`src/rtl/mexp_pkg.sv`:
```
// shared constants and types for the modular exponentiation block
package mexp_pkg;

    // width of every payload field on the ports
    localparam int FIELD_WIDTH = 32;

    // default internal operand width
    localparam int OPERAND_WIDTH_DEF = 32;

    // status that the modular multiplier reports to the sequencer
    typedef struct packed {
        logic busy;
        logic done;
    } mm_status_t;

endpackage

```
`src/rtl/mexp_modmul.sv`:
```
// bit-serial modular multiplier: one bit of the multiplier per cycle, msb first
module mexp_modmul #(
    parameter int OPERAND_WIDTH = mexp_pkg::OPERAND_WIDTH_DEF
) (
    input  logic                     clk,
    input  logic                     rst_n,
    input  logic                     start,
    input  logic [OPERAND_WIDTH-1:0] mult_a,
    input  logic [OPERAND_WIDTH-1:0] mult_b,
    input  logic [OPERAND_WIDTH-1:0] modulus,
    output mexp_pkg::mm_status_t     status,
    output logic [OPERAND_WIDTH-1:0] product
);

    localparam int W  = OPERAND_WIDTH;
    localparam int CW = $clog2(W + 1);

    logic [W-1:0]  a_reg,    a_next;
    logic [W-1:0]  b_reg,    b_next;
    logic [W-1:0]  m_reg,    m_next;
    logic [W-1:0]  acc_reg,  acc_next;
    logic [CW-1:0] cnt_reg,  cnt_next;
    logic          busy_reg, busy_next;
    logic          done_reg, done_next;

    // one horner step: acc = (2*acc + bit*b) mod m, with acc, b < m
    logic [W+1:0] sum;
    logic [W+2:0] diff1;
    logic [W+2:0] diff2;
    logic [W-1:0] step_val;

    always_comb
    begin
        sum   = {1'b0, acc_reg, 1'b0} + (a_reg[W-1] ? {2'b00, b_reg} : '0);
        diff1 = {1'b0, sum} - {3'b000, m_reg};
        diff2 = {1'b0, sum} - {2'b00, m_reg, 1'b0};
        priority if (!diff2[W+2])
        begin
            step_val = diff2[W-1:0];
        end
        else if (!diff1[W+2])
        begin
            step_val = diff1[W-1:0];
        end
        else
        begin
            step_val = sum[W-1:0];
        end
    end

    // sequencing of the bit steps
    always_comb
    begin
        a_next    = a_reg;
        b_next    = b_reg;
        m_next    = m_reg;
        acc_next  = acc_reg;
        cnt_next  = cnt_reg;
        busy_next = busy_reg;
        done_next = 1'b0;
        if (start)
        begin
            a_next    = mult_a;
            b_next    = mult_b;
            m_next    = modulus;
            acc_next  = '0;
            cnt_next  = CW'(W);
            busy_next = 1'b1;
        end
        else if (busy_reg)
        begin
            acc_next = step_val;
            a_next   = {a_reg[W-2:0], 1'b0};
            cnt_next = cnt_reg - CW'(1);
            if (cnt_reg == CW'(1))
            begin
                busy_next = 1'b0;
                done_next = 1'b1;
            end
        end
    end

    always_ff @(posedge clk or negedge rst_n)
    begin
        if (!rst_n)
        begin
            a_reg    <= '0;
            b_reg    <= '0;
            m_reg    <= '0;
            acc_reg  <= '0;
            cnt_reg  <= '0;
            busy_reg <= 1'b0;
            done_reg <= 1'b0;
        end
        else
        begin
            a_reg    <= a_next;
            b_reg    <= b_next;
            m_reg    <= m_next;
            acc_reg  <= acc_next;
            cnt_reg  <= cnt_next;
            busy_reg <= busy_next;
            done_reg <= done_next;
        end
    end

    assign status.busy = busy_reg;
    assign status.done = done_reg;
    assign product     = acc_reg;

endmodule

```
`src/rtl/modular_exponentiation_32.sv`:
```
// top level: base^exponent mod modulus by right-to-left square-and-multiply
//
// input channel: valid/stall with base_value, exponent_value, modulus_value.
// a beat is taken when valid is high and stall is low; stall stays high from
// the cycle after an accepted beat until the result is in the output register.
// output channel: result_valid/result_stall with power_result, held in a
// register so the receiver may stall for as long as it likes.
// a zero base, zero modulus or zero exponent skips the multipliers and goes
// straight to the finish state. otherwise the base is first reduced mod the
// modulus, then each exponent bit up to the highest set one takes a square
// and a multiply, run side by side on two bit-serial modular multipliers.
// the block handles one beat at a time.
// when a result is done while the previous one is still stalled, the block
// waits with stall high until the output register frees up.
// reset clears the sequencer and the output valid; no beat is in flight.
module modular_exponentiation_32 #(
    parameter int OPERAND_WIDTH = mexp_pkg::OPERAND_WIDTH_DEF
) (
    input  logic                             clk,
    input  logic                             rst_n,
    input  logic                             valid,
    output logic                             stall,
    input  logic [mexp_pkg::FIELD_WIDTH-1:0] base_value,
    input  logic [mexp_pkg::FIELD_WIDTH-1:0] exponent_value,
    input  logic [mexp_pkg::FIELD_WIDTH-1:0] modulus_value,
    output logic                             result_valid,
    input  logic                             result_stall,
    output logic [mexp_pkg::FIELD_WIDTH-1:0] power_result
);

    localparam int W  = OPERAND_WIDTH;
    localparam int FW = mexp_pkg::FIELD_WIDTH;

    typedef enum logic [2:0] {
        S_IDLE,
        S_REDUCE,
        S_STEP,
        S_MUL,
        S_FINISH
    } state_t;

    state_t        state_reg,  state_next;
    logic [W-1:0]  mod_reg,    mod_next;
    logic [W-1:0]  expo_reg,   expo_next;
    logic [W-1:0]  acc_reg,    acc_next;
    logic [W-1:0]  pw_reg,     pw_next;
    logic [W-1:0]  fin_reg,    fin_next;
    logic [FW-1:0] result_reg, result_next;
    logic          rvalid_reg, rvalid_next;

    logic [W-1:0] base_op;
    logic [W-1:0] expo_op;
    logic [W-1:0] mod_op;
    logic [W-1:0] one_red;
    logic         accept;
    logic         special;

    logic                 ua_start;
    logic                 ub_start;
    logic [W-1:0]         ua_a;
    logic [W-1:0]         ua_b;
    logic [W-1:0]         mod_sel;
    mexp_pkg::mm_status_t ua_status;
    mexp_pkg::mm_status_t ub_status;
    logic [W-1:0]         ua_product;
    logic [W-1:0]         ub_product;

    // operands at the internal width
    assign base_op = W'(base_value);
    assign expo_op = W'(exponent_value);
    assign mod_op  = W'(modulus_value);
    assign one_red = (mod_op == W'(1)) ? '0 : W'(1);

    assign stall   = (state_reg != S_IDLE);
    assign accept  = valid && !stall;
    assign special = (base_op == '0) || (mod_op == '0) || (expo_op == '0);

    // operand selection for the two multipliers
    assign ua_start = (accept && !special) || ((state_reg == S_STEP) && (expo_reg != '0));
    assign ub_start = (state_reg == S_STEP) && (expo_reg != '0);
    assign ua_a     = (state_reg == S_IDLE) ? base_op : acc_reg;
    assign ua_b     = (state_reg == S_IDLE) ? one_red : pw_reg;
    assign mod_sel  = (state_reg == S_IDLE) ? mod_op : mod_reg;

    // multiplier a: base reduction, then accumulator times running power
    mexp_modmul #(
        .OPERAND_WIDTH(W)
    ) u_mul_acc (
        .clk     (clk),
        .rst_n   (rst_n),
        .start   (ua_start),
        .mult_a  (ua_a),
        .mult_b  (ua_b),
        .modulus (mod_sel),
        .status  (ua_status),
        .product (ua_product)
    );

    // multiplier b: squaring of the running power
    mexp_modmul #(
        .OPERAND_WIDTH(W)
    ) u_mul_sq (
        .clk     (clk),
        .rst_n   (rst_n),
        .start   (ub_start),
        .mult_a  (pw_reg),
        .mult_b  (pw_reg),
        .modulus (mod_reg),
        .status  (ub_status),
        .product (ub_product)
    );

    // sequencer and output register
    always_comb
    begin
        state_next  = state_reg;
        mod_next    = mod_reg;
        expo_next   = expo_reg;
        acc_next    = acc_reg;
        pw_next     = pw_reg;
        fin_next    = fin_reg;
        result_next = result_reg;
        rvalid_next = rvalid_reg;

        // output beat taken
        if (rvalid_reg && !result_stall)
        begin
            rvalid_next = 1'b0;
        end

        unique case (state_reg)
            S_IDLE:
            begin
                if (accept)
                begin
                    mod_next  = mod_op;
                    expo_next = expo_op;
                    acc_next  = one_red;
                    if ((base_op == '0) || (mod_op == '0))
                    begin
                        fin_next   = '0;
                        state_next = S_FINISH;
                    end
                    else if (expo_op == '0)
                    begin
                        fin_next   = W'(1);
                        state_next = S_FINISH;
                    end
                    else
                    begin
                        state_next = S_REDUCE;
                    end
                end
            end
            S_REDUCE:
            begin
                if (ua_status.done)
                begin
                    pw_next    = ua_product;
                    state_next = S_STEP;
                end
            end
            S_STEP:
            begin
                if (expo_reg == '0)
                begin
                    fin_next   = acc_reg;
                    state_next = S_FINISH;
                end
                else
                begin
                    state_next = S_MUL;
                end
            end
            S_MUL:
            begin
                if (ub_status.done)
                begin
                    if (expo_reg[0])
                    begin
                        acc_next = ua_product;
                    end
                    pw_next    = ub_product;
                    expo_next  = {1'b0, expo_reg[W-1:1]};
                    state_next = S_STEP;
                end
            end
            S_FINISH:
            begin
                if (!rvalid_reg || !result_stall)
                begin
                    result_next = FW'(fin_reg);
                    rvalid_next = 1'b1;
                    state_next  = S_IDLE;
                end
            end
            default:
            begin
                state_next = S_IDLE;
            end
        endcase
    end

    always_ff @(posedge clk or negedge rst_n)
    begin
        if (!rst_n)
        begin
            state_reg  <= S_IDLE;
            mod_reg    <= '0;
            expo_reg   <= '0;
            acc_reg    <= '0;
            pw_reg     <= '0;
            fin_reg    <= '0;
            result_reg <= '0;
            rvalid_reg <= 1'b0;
        end
        else
        begin
            state_reg  <= state_next;
            mod_reg    <= mod_next;
            expo_reg   <= expo_next;
            acc_reg    <= acc_next;
            pw_reg     <= pw_next;
            fin_reg    <= fin_next;
            result_reg <= result_next;
            rvalid_reg <= rvalid_next;
        end
    end

    assign result_valid = rvalid_reg;
    assign power_result = result_reg;

endmodule

```
`config.mk`:
```
export PLATFORM = sky130hd
export DESIGN_NAME = modular_exponentiation_32
export DESIGN_NICKNAME = d
export VERILOG_FILES = /design/src/rtl/mexp_pkg.sv /design/src/rtl/mexp_modmul.sv /design/src/rtl/modular_exponentiation_32.sv
export SDC_FILE = /design/constraint.sdc
export NUM_CORES = 1
export LEC_CHECK = 0
export BUFFER_PORTS_ARGS = -buffer_cell sky130_fd_sc_hd__buf_2
export CAP_MARGIN = 10
export CELL_PAD_IN_SITES_DETAIL_PLACEMENT = 1
export CELL_PAD_IN_SITES_GLOBAL_PLACEMENT = 1
export CORE_MARGIN = 2
export CORE_UTILIZATION = 30
export CTS_CLUSTER_DIAMETER = 100
export DETAILED_ROUTE_END_ITERATION = 8
export PLACE_DENSITY = 0.56
export REMOVE_ABC_BUFFERS = 1
export SLEW_MARGIN = 10
export SYNTH_ARGS = -nofsm -noshare
export SYNTH_HDL_FRONTEND = slang
export SYNTH_SLANG_ARGS = --single-unit
export TNS_END_PERCENT = 1
```
`constraint.sdc`:
```
create_clock -name clk -period 4.8 [get_ports clk]
set_input_delay 0.48 -clock clk [delete_from_list [all_inputs] [get_ports clk]]
set_output_delay 0.48 -clock clk [all_outputs]
set_load 0.02 [all_outputs]
```
==> impl_metrics.tcl, run 1 <==
set metrics [dict create \
    outcome "finished, violations left" \
    violations "negative setup slack" \
    ys_types 81 \
    area_growth_pct 30.03 \
    fin_cells 5429 \
    post-place-ws_ns -1.311 \
    maxCapViolCount 0 \
    drive_above_1_share_pct 24.53 \
    cts_tree "yes" \
    viasPerCell 5.045 \
    globalRouteTotalUtil_pct 20.88 \
    start_util_pct 30.16 \
    crit_slowest_cell "a2111o_1" \
    rows 116 \
    grt_max_degree 138 \
    fin_crit_sh_pct 109.1 \
    synth_enable_flop_cells 0 \
    reg2reg_depth 23 \
    drt_wl_total_um 107200 \
    clock_skew_ns 0.02946 \
    required_ns 5.32 \
    synth.area.top_cells "dfrtp_1 (39%), ha_1 (8.1%), nand2_1 (7.4%)" \
    setup-tns-final_ns -20.12 \
    synthFlopType "dfrtp_1" \
    die_h_um 320.8 \
    cpPeakStageDelay_ns 0.52 \
    whs_ns 0.1079 \
    slew_viol_final 0 \
    cp_cell_sequence "buf_4 > bufbuf_16 > and2_1 > ha_1 > and4_4 > a211o_1 > o2111ai_2 > nand3_2 > a221o_1 > a21oi_1 > o21ai_1 > xor2_1 > ha_1 > a21o_1 > a21o_1 > a21o_1 > a21oi_2 > nor2b_1 > a2111o_1 > buf_6 > nor3b_2 > a2111oi_2 > a31o_1" \
    r2r_end "u_mul_acc.product[30]" \
    grt_pass1_wl_um 169200 \
    first_iter_violations 1388 \
    crit_fanout 16 \
    nets 4386 \
    worstHoldPathCells 2 \
    detailed_place_hpwl_um 84030 \
    ios 134 \
    fp.coreArea_um2 99860 \
    antenna_found_initial 7 \
    rrSetupSlack_ns -0.44 \
    die_w_um 320.8 \
    cts.sinks 468 \
    fp.dieArea_um2 102900 \
    cpMostUsedCell "a21o_1" \
    startpoint_type "flop" \
    fin_crit_ns 5.236 \
    synth_top_area_share_pct 38.88 \
    cts_buffers 55 \
    yosysTopAreaCell "dfrtp_1" \
    relSlewSlack_pct 35.73 \
    cp_num_buf_inv 3 \
    rr_startpoint "u_mul_acc.a_reg[31]" \
    arrival_ns 5.76 \
    grt_overflow 0 \
    vias 27390 \
    endpoint_kind "flop" \
    hold_violations 0 \
    rsz0062_at_grt "true" \
    min_path_type "in2reg" \
    ys_warn_count 0 \
    nFillCells 11730 \
    cp.depth 23 \
    htreeDepth 2 \
    worstHoldStart "modulus_value[6]" \
    ys_seq_area_share_pct 38.88 \
    worst_path_dominant_cell_family "compound AO/OA/AOI/OAI gates" \
    port_buffers 133 \
    wire_per_inst_um 19.75 \
    clock_latency_ns 0.65 \
    finalWorstSetupSlack_ns -0.4361 \
    worst_slew_pin_slew_ns 0.9610 \
    placed_cells 5300 \
    grt_pass1_vias 28940 \
    synthesis.area_um2 30120 \
    clkTransAtPathRegs_ns 0.07 \
    avgSynthCellArea_um2 8.669 \
    holdPathEnd "mod_reg[6]" \
    async_reset_ff_share_pct 100.0 \
    critical_path_class "reg2reg" \
    dr.pass1.iters 5 \
    gp_congestion 0.8898 \
    synth-seq-cells 468 \
    ant_nets 0 \
    setup_viol 64 \
    clock_path_buffers 3 \
    fmax_ghz 0.1910 \
    syn_inst 3474 \
    clockRootBuffer "clkbuf_16" \
    drc 0 \
]
cell families (layout without fill, tap and decap cells):
kind of cell             count (synthesis)  count (layout)  share of synthesized area (%)
other                                    0               2                              0
multiplexers                           160             160                          5.496
AO/OA/AOI/OAI                         1013            1013                          20.68
buffers and inverters                  293             948                          3.789
adder cells (fa/ha/maj)                200             200                          8.458
flip-flops                             468             468                          38.88
XOR/XNOR                               166             166                          4.827
AND/OR/NAND/NOR                       1174            1174                          17.86
cell type report:
class	instances	area [um^2]	share of cell area, %
multi-input combinational	2713	18090	46.19
sequential	468	11720	29.92
timing repair buffer	715	5310	13.56
tap	1298	1624	4.147
clock buffer	70	1503	3.837
inverter	133	499.2	1.275
clock inverter	30	415.4	1.061
antenna	2	5.005	0.01278
Yosys cell counts (5+ instances only):
| library cell | n |
|---|---|
| xnor2_1 | 107 |
| or3_1 | 8 |
| mux2_2 | 43 |
| and3_1 | 40 |
| o21bai_1 | 21 |
| o211a_1 | 5 |
| o221ai_1 | 5 |
| nand4_1 | 23 |
| inv_1 | 130 |
| nor4_1 | 36 |
| dfrtp_1 | 468 |
| nand3b_1 | 5 |
| o21ai_1 | 10 |
| a22oi_1 | 17 |
| nor2b_1 | 61 |
| o31a_1 | 6 |
| o211ai_1 | 30 |
| ha_1 | 194 |
| buf_1 | 12 |
| a211oi_1 | 67 |
| a31oi_1 | 95 |
| o21a_1 | 33 |
| a21o_1 | 88 |
| o21ai_0 | 373 |
| a221o_1 | 7 |
| nand3_1 | 74 |
| or2_2 | 8 |
| o31ai_1 | 9 |
| o22ai_1 | 8 |
| xor2_1 | 59 |
| a211o_1 | 11 |
| buf_2 | 9 |
| a21oi_1 | 180 |
| mux2i_1 | 117 |
| nand2_1 | 597 |
| nor2_1 | 157 |
| nand2b_1 | 28 |
| and4_1 | 7 |
| nor3b_1 | 5 |
| nor3_1 | 34 |
| clkbuf_1 | 133 |
| and2_1 | 81 |
| fa_1 | 6 |
| o2111ai_1 | 6 |
what timing repair did:
| item | CTS | global route |
|---|---|---|
| setup buffers | 17 | 6 |
| endpoints found under the hold margin | 83 | 0 |
| endpoints found under the setup margin | 64 | 64 |
| resized for setup | 135 | 56 |
| cloned | 3 | 0 |
| pin swaps | 42 | 26 |
| hold buffers | 1 | 0 |
stage by stage:
stage	instance area [um^2]	util, %
finish	39160	39.22
global route	39160	39.22
CTS	38900	38.95
detailed placement	36230	36.28
global placement	36230	36.28
floorplan	29480	-
placed cells by master (no fill, tap or decap), types with 71 or more instances in the layout:
| cell | count |
|---|---|
| a31oi_1 | 92 |
| nand3_1 | 71 |
| mux2i_1 | 117 |
| xnor2_1 | 92 |
| and2_1 | 77 |
| a21o_1 | 88 |
| nor2_1 | 149 |
| nand2_1 | 590 |
| inv_1 | 129 |
| ha_1 | 185 |
| dfrtp_1 | 466 |
| buf_4 | 557 |
| buf_2 | 132 |
| a21oi_1 | 156 |
| o21ai_0 | 331 |
worst max-delay path by stage:
stage	startpoint	end	slack, ns
2_1_floorplan	state_reg[1]	u_mul_acc.product[28]	-5.33
3_3_place_gp	u_mul_sq.b_reg[1]	u_mul_sq.product[0]	-1.14
3_5_place_dp	u_mul_sq.b_reg[1]	u_mul_sq.product[0]	-1.31
4_1_cts	u_mul_sq.a_reg[31]	u_mul_sq.product[0]	-0.49
5_1_grt	u_mul_acc.a_reg[31]	u_mul_acc.product[10]	-0.69
6_report	u_mul_acc.a_reg[31]	u_mul_acc.product[30]	-0.44
routing by layer:
| layer | vias to the layer above | GRT usage [%] | wire length (um) |
|---|---|---|---|
| met4 | 2 | 4.631 | 2026 |
| met5 | - | 0 | 9 |
| met2 | 332 | 33.54 | 48030 |
| met1 | 13400 | 30.06 | 53760 |
| li1 | 13560 | - | - |
| met3 | 101 | 2.405 | 3386 |
Power of run 1 is not shown: default switching activity piles up to over one toggle a cycle in this logic, so the estimate is an artifact.
==> inputs of run 2 (changes only) <==
BUFFER_PORTS_ARGS = unset   (was -buffer_cell sky130_fd_sc_hd__buf_2)
DONT_BUFFER_PORTS = 1   (was unset)
PLACE_DENSITY = 0.54   (was 0.56)
==> impl_metrics.tcl, run 2 (synthesized netlist as in run 1, its figures left out) <==
set metrics [dict create \
    finalWorstSetupSlack_ns -0.7556 \
    gp_congestion 0.9012 \
    hold_violations 468 \
    critical_path_class "reg2reg" \
    whs_ns -0.4307 \
    setup_viol 64 \
    nFillCells 11650 \
    fp.coreArea_um2 99860 \
    min_path_type "in2async" \
    final_util_pct 38.93 \
    first_iter_violations 1324 \
    clock_skew_ns 0.02951 \
    drc 0 \
    cpPeakStageDelay_ns 0.47 \
    wire_per_inst_um 20.47 \
    drt_wl_total_um 109600 \
    final_common_cell "nand2_1" \
    reg2reg_depth 26 \
    grt_pass1_vias 28640 \
    r2r_end "u_mul_acc.product[10]" \
    cts.sinks 468 \
    grt_overflow 0 \
    port_buffers 0 \
    final_cell_mix "nand2_1 (593), buf_4 (553), dfrtp_1 (464), o21ai_0 (349), ha_1 (187)" \
    rows 116 \
    worst_path_dominant_cell_family "compound AO/OA/AOI/OAI gates" \
    fmax_ghz 0.1800 \
    grt_max_degree 469 \
    grt_pass1_wl_um 169200 \
    cts_tree "yes" \
    cp_num_buf_inv 3 \
    ios 134 \
    outcome "finished, violations left" \
    rsz0062_at_grt "true" \
    nets 4304 \
    globalRouteTotalUtil_pct 21.03 \
    start_util_pct 30.16 \
    vias 27170 \
    rr_startpoint "u_mul_acc.a_reg[31]" \
    required_ns 5.31 \
    arrival_ns 6.06 \
    clock_path_buffers 3 \
    clkTransAtPathRegs_ns 0.06 \
    area_growth_pct 29.07 \
    worst_slew_pin_slew_ns 1.356 \
    clock_latency_ns 0.65 \
    seqCellArea_um2 11720 \
    dr.pass1.iters 5 \
    relSlewSlack_pct 9.572 \
    rrSetupSlack_ns -0.76 \
    fp.dieArea_um2 102900 \
    cts_buffers 56 \
    die_w_um 320.8 \
    htreeDepth 2 \
    multi_input_area_um2 17920 \
    slew_viol_final 0 \
    detailed_place_hpwl_um 82860 \
    cpMostUsedCell "a21o_1" \
    ant_nets 0 \
    maxCapViolCount 0 \
    startpoint_type "flop" \
    drive_above_1_share_pct 20.80 \
    violations "negative hold slack, negative setup slack" \
    clockRootBuffer "clkbuf_16" \
    fin_crit_sh_pct 115.7 \
    endpoint_kind "flop" \
    die_h_um 320.8 \
    fin_crit_ns 5.556 \
    antenna_found_initial 4 \
    crit_slowest_cell "dfrtp_2" \
    crit_fanout 8 \
    viasPerCell 5.076 \
    cts_hold_buf 62 \
]
==> run 2: cell types whose count changed in the layout (fill, tap and decap cells not counted), moves of 4 or more <==
cell / change
nor3_2: -5
buf_12: -4
o21ai_1: -16
buf_4: -4
buf_2: -132
dlygate4sd3_1: +61
diode_2: +4
nor3_1: +6
a22oi_2: -7
o21ai_0: +18
a22oi_1: +7
==> run 2: worst max path at each step <==
stage	from	end	slack, ns	cells past startpoint
CTS	u_mul_acc.a_reg[31]	u_mul_acc.product[28]	-0.66	25
floorplan	state_reg[1]	u_mul_acc.product[28]	-5.33	8
finish	u_mul_acc.a_reg[31]	u_mul_acc.product[10]	-0.76	26
detailed placement	u_mul_acc.a_reg[31]	u_mul_acc.product[22]	-1.01	25
global placement	u_mul_acc.a_reg[31]	u_mul_acc.product[17]	-0.86	25
global route	u_mul_acc.a_reg[31]	u_mul_acc.product[28]	-0.91	25
==> run 2: repair_timing <==
item / CTS / global route
gates resized for setup: 74 / 61
pin swaps: 40 / 24
setup endpoints to repair: 64 / 64
hold endpoints to repair: 562 / 468
buffers inserted: 7 / 4
cloned: 2 / 0
==> run 2: layout make-up <==
class | count | area share, %
clock buffers | 73 | 4.030
diodes | 6 | 0.03862
well taps | 1298 | 4.178
inverters | 133 | 1.287
clock inverters | 30 | 1.081
repair buffers | 632 | 13.13
flip-flops and latches | 468 | 30.15
multi-input cells | 2713 | 46.11
==> run 2: per-layer routing <==
metal,track usage [%],wire length [um]
met3,2.739,3844
met2,33.29,48320
met5,0,0
met4,5.088,2599
met1,30.29,54810
==> run 2: metrics by stage <==
| stage | TNS, ns | cells | area (um^2) | setup WS [ns] |
|---|---|---|---|---|
| finish | -31.63 | 5353 | 38870 | -0.7556 |
| global route | -45.55 | 5349 | 38860 | -0.9052 |
| CTS | -29.64 | 5343 | 38560 | -0.6630 |
| detailed placement | -56.23 | 5169 | 35520 | -1.010 |
| global placement | -46.68 | 5169 | 35520 | -0.8594 |
| floorplan | -1095.25 | 3314 | 29480 | -5.327 |
Power of run 2 is left out for the same reason.
